File: config.mk
export PLATFORM = sky130hd
export DESIGN_NAME = keyboard_command_dispatcher
export DESIGN_NICKNAME = d
export VERILOG_FILES = /design/src/design/kcd_pkg.sv /design/src/design/keyboard_command_dispatcher.sv /design/src/design/kcd_ram.sv
export SDC_FILE = /design/constraint.sdc
export NUM_CORES = 1
export LEC_CHECK = 0
export BUFFER_PORTS_ARGS = -buffer_cell sky130_fd_sc_hd__buf_2
export CORE_MARGIN = 2
export CORE_UTILIZATION = 30
export DETAILED_ROUTE_END_ITERATION = 8
export MAX_ROUTING_LAYER = met4
export PLACE_DENSITY_LB_ADDON = 0.15
export SETUP_SLACK_MARGIN = 0.1
export SLEW_MARGIN = 20
export SYNTH_ARGS = -nofsm -noshare
export SYNTH_HDL_FRONTEND = slang
export SYNTH_SLANG_ARGS = --single-unit
export TNS_END_PERCENT = 30
File: constraint.sdc
create_clock -name clk -period 3.11 [get_ports clk]
set_clock_uncertainty 0.15 [all_clocks]
set_input_delay 0.1555 -clock clk [delete_from_list [all_inputs] [get_ports clk]]
set_output_delay 0.1555 -clock clk [all_outputs]
set_load 0.02 [all_outputs]
File: src/design/kcd_pkg.sv
`timescale 1ns / 1ps

package kcd_pkg;

  localparam int TABLE_ENTRIES = 128;
  localparam int TABLE_AW      = 7;

  localparam logic [1:0] OP_REGISTER = 2'd0;
  localparam logic [1:0] OP_KEY      = 2'd1;
  localparam logic [1:0] OP_OTHER    = 2'd2;

  localparam logic [1:0] KIND_ECHO     = 2'd0;
  localparam logic [1:0] KIND_DISPATCH = 2'd1;
  localparam logic [1:0] KIND_ERROR    = 2'd2;

  localparam logic [7:0] CH_PERCENT = 8'h25;
  localparam logic [7:0] CH_CR      = 8'h0D;

  localparam logic [1:0] TYPED_SAT = 2'd3;

endpackage

File: src/design/keyboard_command_dispatcher.sv
`timescale 1ns / 1ps

// Keyboard command dispatcher. One transaction in at a time; every transaction
// ends with an echo of its character (last = 1). Registrations, other messages
// and most keyboard characters go from acceptance straight to the echo load
// and then take the next transaction. A carriage return that raises an error
// notice passes through an error load before the echo. A carriage return that
// closes a capture of n characters passes, after acceptance, through a buffer
// read for the first character, a command table read, a step to register the
// target, then per character a buffer read followed by the output load, and
// finally the echo. The sequencer waits for each buffer read before it loads
// that character. An output stall holds the sequencer in its load state. The
// command table clears at reset through per-entry valid bits, so no clearing
// pass is needed.
module keyboard_command_dispatcher #(
  parameter int MAX_CMD_LEN = 16,
  parameter int ID_WIDTH    = 4
) (
  input  logic       clk,
  input  logic       rst,
  input  logic       in_valid,
  output logic       in_stall,
  input  logic [1:0] opcode,
  input  logic [7:0] key_char,
  input  logic [3:0] sender_id,
  output logic       out_valid,
  input  logic       out_stall,
  output logic [1:0] kind,
  output logic [3:0] target_id,
  output logic [7:0] char_out,
  output logic [3:0] char_index,
  output logic       last
);

  localparam int CNT_W = $clog2(MAX_CMD_LEN + 1);
  localparam int BUF_AW = (MAX_CMD_LEN > 1) ? $clog2(MAX_CMD_LEN) : 1;

  localparam logic [2:0] S_IDLE = 3'd0;
  localparam logic [2:0] S_RD0  = 3'd1;
  localparam logic [2:0] S_RD1  = 3'd2;
  localparam logic [2:0] S_TGT  = 3'd3;
  localparam logic [2:0] S_BRD  = 3'd4;
  localparam logic [2:0] S_BOUT = 3'd5;
  localparam logic [2:0] S_ERR  = 3'd6;
  localparam logic [2:0] S_ECHO = 3'd7;

  logic [2:0] state, state_next;
  logic capturing, capturing_next;
  logic [CNT_W-1:0] fill_count, fill_count_next;
  logic [CNT_W-1:0] idx, idx_next;
  logic [1:0] typed_count, typed_count_next;
  logic [7:0] char_q;
  logic [kcd_pkg::TABLE_AW-1:0] tbl_addr_q;
  logic [ID_WIDTH-1:0] target_q;
  logic [kcd_pkg::TABLE_ENTRIES-1:0] tbl_valid;

  logic accept, slot_free, load;
  logic [1:0] ld_kind;
  logic [3:0] ld_target;
  logic [7:0] ld_char;
  logic [3:0] ld_index;
  logic ld_last;

  logic buf_we, buf_re;
  logic [BUF_AW-1:0] buf_raddr;
  logic [7:0] buf_rdata;
  logic tbl_we, tbl_re;
  logic [ID_WIDTH-1:0] tbl_wdata, tbl_rdata;
  logic [7:0] sid_wide, tgt_wide, idx_wide;
  logic [CNT_W-1:0] idx_inc;

  assign in_stall  = (state != S_IDLE);
  assign accept    = in_valid && !in_stall;
  assign slot_free = !out_valid || !out_stall;
  assign sid_wide  = {4'b0000, sender_id};
  assign tbl_wdata = sid_wide[ID_WIDTH-1:0];
  assign tgt_wide  = 8'(target_q);
  assign idx_wide  = 8'(idx);
  assign idx_inc   = CNT_W'(idx + 1'b1);

  kcd_ram #(
    .WIDTH(8),
    .DEPTH(MAX_CMD_LEN),
    .AW   (BUF_AW)
  ) u_buf (
    .clk  (clk),
    .we   (buf_we),
    .waddr(fill_count[BUF_AW-1:0]),
    .wdata(key_char),
    .re   (buf_re),
    .raddr(buf_raddr),
    .rdata(buf_rdata)
  );

  kcd_ram #(
    .WIDTH(ID_WIDTH),
    .DEPTH(kcd_pkg::TABLE_ENTRIES),
    .AW   (kcd_pkg::TABLE_AW)
  ) u_table (
    .clk  (clk),
    .we   (tbl_we),
    .waddr(key_char[kcd_pkg::TABLE_AW-1:0]),
    .wdata(tbl_wdata),
    .re   (tbl_re),
    .raddr(buf_rdata[kcd_pkg::TABLE_AW-1:0]),
    .rdata(tbl_rdata)
  );

  always_comb begin
    state_next       = state;
    capturing_next   = capturing;
    fill_count_next  = fill_count;
    typed_count_next = typed_count;
    idx_next         = idx;
    buf_we           = 1'b0;
    buf_re           = 1'b0;
    buf_raddr        = '0;
    tbl_we           = 1'b0;
    tbl_re           = 1'b0;
    load             = 1'b0;
    ld_kind          = kcd_pkg::KIND_ECHO;
    ld_target        = 4'd0;
    ld_char          = 8'd0;
    ld_index         = 4'd0;
    ld_last          = 1'b0;
    unique case (state)
      S_IDLE: begin
        if (accept) begin
          state_next = S_ECHO;
          if (opcode == kcd_pkg::OP_REGISTER) begin
            tbl_we = 1'b1;
          end else if (opcode == kcd_pkg::OP_KEY) begin
            if (!capturing && key_char == kcd_pkg::CH_PERCENT) begin
              capturing_next  = 1'b1;
              fill_count_next = '0;
            end else if (capturing) begin
              if (key_char == kcd_pkg::CH_CR) begin
                if (fill_count != '0) begin
                  state_next = S_RD0;
                end else begin
                  capturing_next = 1'b0;
                end
              end else if (fill_count < CNT_W'(MAX_CMD_LEN)) begin
                buf_we          = 1'b1;
                fill_count_next = CNT_W'(fill_count + 1'b1);
              end
            end else if (key_char == kcd_pkg::CH_CR) begin
              if (typed_count == kcd_pkg::TYPED_SAT) begin
                state_next = S_ERR;
              end
              typed_count_next = 2'd0;
            end else if (typed_count != kcd_pkg::TYPED_SAT) begin
              typed_count_next = 2'(typed_count + 1'b1);
            end
          end
        end
      end
      S_RD0: begin
        buf_re     = 1'b1;
        state_next = S_RD1;
      end
      S_RD1: begin
        tbl_re     = 1'b1;
        state_next = S_TGT;
      end
      S_TGT: begin
        idx_next   = '0;
        state_next = S_BRD;
      end
      S_BRD: begin
        buf_re     = 1'b1;
        buf_raddr  = idx[BUF_AW-1:0];
        state_next = S_BOUT;
      end
      S_BOUT: begin
        if (slot_free) begin
          load      = 1'b1;
          ld_kind   = kcd_pkg::KIND_DISPATCH;
          ld_target = tgt_wide[3:0];
          ld_char   = buf_rdata;
          ld_index  = idx_wide[3:0];
          idx_next  = idx_inc;
          if (idx_inc == fill_count) begin
            fill_count_next = '0;
            capturing_next  = 1'b0;
            state_next      = S_ECHO;
          end else begin
            state_next = S_BRD;
          end
        end
      end
      S_ERR: begin
        if (slot_free) begin
          load       = 1'b1;
          ld_kind    = kcd_pkg::KIND_ERROR;
          state_next = S_ECHO;
        end
      end
      S_ECHO: begin
        if (slot_free) begin
          load       = 1'b1;
          ld_kind    = kcd_pkg::KIND_ECHO;
          ld_char    = char_q;
          ld_last    = 1'b1;
          state_next = S_IDLE;
        end
      end
      default: begin
        state_next = S_IDLE;
      end
    endcase
  end

  always_ff @(posedge clk) begin
    if (rst) begin
      state       <= S_IDLE;
      capturing   <= 1'b0;
      fill_count  <= '0;
      typed_count <= 2'd0;
      tbl_valid   <= '0;
      out_valid   <= 1'b0;
    end else begin
      state       <= state_next;
      capturing   <= capturing_next;
      fill_count  <= fill_count_next;
      typed_count <= typed_count_next;
      if (tbl_we) begin
        tbl_valid[key_char[kcd_pkg::TABLE_AW-1:0]] <= 1'b1;
      end
      if (load) begin
        out_valid <= 1'b1;
      end else if (!out_stall) begin
        out_valid <= 1'b0;
      end
    end
  end

  always_ff @(posedge clk) begin
    idx <= idx_next;
    if (accept) begin
      char_q <= key_char;
    end
    if (tbl_re) begin
      tbl_addr_q <= buf_rdata[kcd_pkg::TABLE_AW-1:0];
    end
    if (state == S_TGT) begin
      target_q <= tbl_valid[tbl_addr_q] ? tbl_rdata : '0;
    end
    if (load) begin
      kind       <= ld_kind;
      target_id  <= ld_target;
      char_out   <= ld_char;
      char_index <= ld_index;
      last       <= ld_last;
    end
  end

endmodule

File: src/design/kcd_ram.sv
`timescale 1ns / 1ps

module kcd_ram #(
  parameter int WIDTH = 8,
  parameter int DEPTH = 16,
  parameter int AW    = (DEPTH > 1) ? $clog2(DEPTH) : 1
) (
  input  logic             clk,
  input  logic             we,
  input  logic [AW-1:0]    waddr,
  input  logic [WIDTH-1:0] wdata,
  input  logic             re,
  input  logic [AW-1:0]    raddr,
  output logic [WIDTH-1:0] rdata
);

  logic [WIDTH-1:0] mem [DEPTH];

  always_ff @(posedge clk) begin
    if (we) begin
      mem[waddr] <= wdata;
    end
    if (re) begin
      rdata <= mem[raddr];
    end
  end

endmodule
==> impl_metrics.yaml <==
pwr:
  fin_total_pwr_mw: 30.47
  p_leak_nw: 12.68
  ir_worst_vdd_mv: 0.3773
  power_density_nw_per_um2: 786.9
floorplan:
  core_um2: 108600
  die_h_um: 334.2
  die_w_um: 334.2
  start_util_pct: 30.13
  die_area_um2: 111700
  io_pins: 39
  num_rows: 121
setup_path:
  regToRegSetupSlack_ns: 0.27
  reg2reg_depth: 8
  reg2reg_to: "u_table.rdata[3]$_DFFE_PP_"
  crit_required_ns: 3.34
  reg2reg_from: "u_buf.rdata[0]$_DFFE_PP_"
  cp.arrival_ns: 3.08
  crit_path_max_fanout: 17
  crit_type: "reg -> reg"
  worstSetupStartpointType: "flip-flop"
  endpoint_kind: "flip-flop"
synth:
  yosys-top-cells-area: "edfxtp_1 (64%), mux4_2 (12%), dfxtp_1 (8.6%), nor2_1 (4.9%), mux2i_1 (1.8%)"
  ys_top_cells_by_count: "edfxtp_1 (695), nor2_1 (429), mux4_2 (178), dfxtp_1 (140), clkbuf_1 (75)"
  synth_edf_count: 695
  synth_area_um2: 32700
  synth_ff_type: "edfxtp_1"
  yosysMostFrequentCell: "edfxtp_1"
  ys_ff_latch: 835
  synth.avg_cell_area_um2: 16.54
  synth.distinct_cells: 61
  synth_top_cell_area_share_pct: 63.82
  synth_area_leader_cell: "edfxtp_1"
  seq_area_frac_synth_pct: 72.39
  async_flop_share_pct: 0
  synth_nets: 2001
  ys_warn_count: 0
  synth_cells: 1977
clock_network:
  clk_path_buf_depth: 3
  post-cts-setup-buffer-count: 0
  numCtsBuffers: 90
  cts_tree: "yes"
  clkTransAtPathRegs_ns: 0.06
  htree_levels: 3
  clk_latency_ns: 0.66
  clock-root-buffer: "clkbuf_16"
  cts_sinks: 835
place:
  io_buffers: 38
  hpwl_mm: 57.77
  placedCellCount: 3481
  place_congestion: 0.8167
sta:
  slew_headroom_pct: 46.83
  tightest_slew_ns: 0.7976
  max_freq_mhz: 351.6
  slew_viol_final: 0
  hold_violations: 0
  setup_violations: 0
  rsz0062_at_grt: "no"
  fin_crit_ns: 2.844
  period_share_pct: 91.45
hold_path:
  hold_start: "opcode[0]"
  hp-class: "in -> reg"
  min_to: "fill_count[1]$_SDFFE_PP0P_"
  whs_path_depth: 5
final_layout:
  instances_no_fill: 3666
  final_util_pct: 35.68
  seq_area_um2: 23670
  synthToLayoutAreaGrowth_pct: 18.43
  nFillCells: 10150
  drive_above_1_share_pct: 23.38
  nets: 2199
  multi_input_area_um2: 8516
global_route:
  groute.usage.overall_pct: 16.23
  grt_pass1_vias: 18580
  grt_first_pass_wirelength_mm: 129.3
  antenna_found_initial: 1
  grt_start_max_net_pins: 85
  overflow: 0
drt:
  vias: 18000
  wl_per_cell_um: 23.96
  viasPerCell: 4.910
  drc: 0
  finalWirelength_mm: 87.83
  dr.pass1.iters: 5
  drt_iter0_drc: 1479
  ant_nets: 0
job:
  cap_violations: 0
run_status:
  status: "completed"
-- metrics by stage --
stage	setup slack (ns)	hold WS [ns]	area, um^2	TNS, ns
after floorplan	0.3364	0.1044	32700	0
after global placement	-0.08010	0.2943	35670	-0.3133
after detailed placement	-0.1651	0.3051	35670	-0.6365
after CTS	0.1751	0.04797	38720	0
after global routing	0.1249	0.1165	38730	0
final	0.2660	0.09763	38730	0
-- sequential cells by signal (all words and copies together), names as in the netlist, 3 cells and up --
register	cells
tbl_addr_q	7
char_q	8
char_index	4
idx	5
state	3
tbl_valid	128
u_table.rdata	4
target_id	4
u_buf.rdata	8
char_out	8
u_buf.mem	128
target_q	4
u_table.mem	512
fill_count	5
-- logic make-up after synthesis --
| kind of cell | count (synthesis) | synth area share, % |
|---|---|---|
| compound gates | 149 | 3.210 |
| mux | 238 | 14.09 |
| fa+ha+maj | 6 | 0.2296 |
| flops | 835 | 72.39 |
| buf+inv | 121 | 1.645 |
| simple gates | 617 | 8.138 |
| xor+xnor | 11 | 0.2946 |
-- how the worst max path moves through the flow --
stage | from | endpoint | slack, ns | cells after the start
6_report | u_buf.rdata[0]$_DFFE_PP_ | u_table.rdata[3]$_DFFE_PP_ | 0.27 | 8
5_1_grt | tbl_addr_q[1]$_DFFE_PP_ | target_q[0]$_SDFFCE_PN0P_ | 0.12 | 8
4_1_cts | tbl_addr_q[1]$_DFFE_PP_ | target_q[3]$_SDFFCE_PN0P_ | 0.18 | 8
3_5_place_dp | tbl_addr_q[1]$_DFFE_PP_ | target_q[2]$_SDFFCE_PN0P_ | -0.17 | 8
3_3_place_gp | tbl_addr_q[1]$_DFFE_PP_ | target_q[2]$_SDFFCE_PN0P_ | -0.08 | 8
2_1_floorplan | state[2]$_SDFFE_PP0P_ | u_buf.mem[0][0]$_DFFE_PP_ | 0.34 | 5
-- per-layer routing --
layer | GRT usage [%] | up-vias | wire length, um
met3 | 2.366 | 110 | 4062
met5 | - | - | 0
li1 | - | 8068 | -
met2 | 25.08 | 424 | 41340
met4 | 4.006 | 0 | 1445
met1 | 22.59 | 9398 | 40980
-- timing repair --
action                     in CTS  in global routing
resized for setup               4                  0
setup endpoints to repair       4                  0
hold endpoints to repair      339                  0
hold buffers                   16                  0
-- critical path, cell delays in order (launching register included) --
cell      delay (ns)
edfxtp_1        0.44
buf_12          0.19
buf_12          0.20
mux4_2          0.54
mux4_2          0.46
nor2_1          0.10
a21oi_1         0.09
nand4_1         0.27
nand4_1         0.13
-- power by group --
| part | switching (mW) | internal, mW |
|---|---|---|
| sequential | 0.301 | 12.5 |
| clock | 4.39 | 6.06 |
| combinational | 4.05 | 3.19 |
-- placed cells by master (no fill, tap or decap), types with 6 or more instances in the layout --
cell	count
dfxtp_1	140
o211ai_1	16
clkinv_1	12
a31oi_1	9
clkinv_2	18
a211oi_1	12
buf_12	21
o221ai_1	16
nand4_1	12
xnor2_1	7
buf_4	146
inv_1	9
o22ai_1	19
nor2_1	428
nand2_1	63
dlygate4sd3_1	16
clkbuf_1	26
nor3_1	11
nor2b_1	18
buf_2	33
nand3_1	29
a22oi_1	8
edfxtp_1	695
mux4_2	178
clkbuf_16	91
a22o_1	8
nand2b_1	6
a21oi_1	37
and3_1	10
mux2i_1	58
clkbuf_8	7
bufinv_16	6
ha_1	6
-- area by class of cell --
class / instances / share of cell area (%)
antenna: 2 / 0.01292
multi-input combinational: 1021 / 21.99
inverter: 10 / 0.09692
timing repair buffer: 217 / 4.785
clock inverter: 43 / 1.044
clock buffer: 124 / 6.381
sequential: 835 / 61.12
tap: 1414 / 4.568
(Power assumes the default switching activity.)
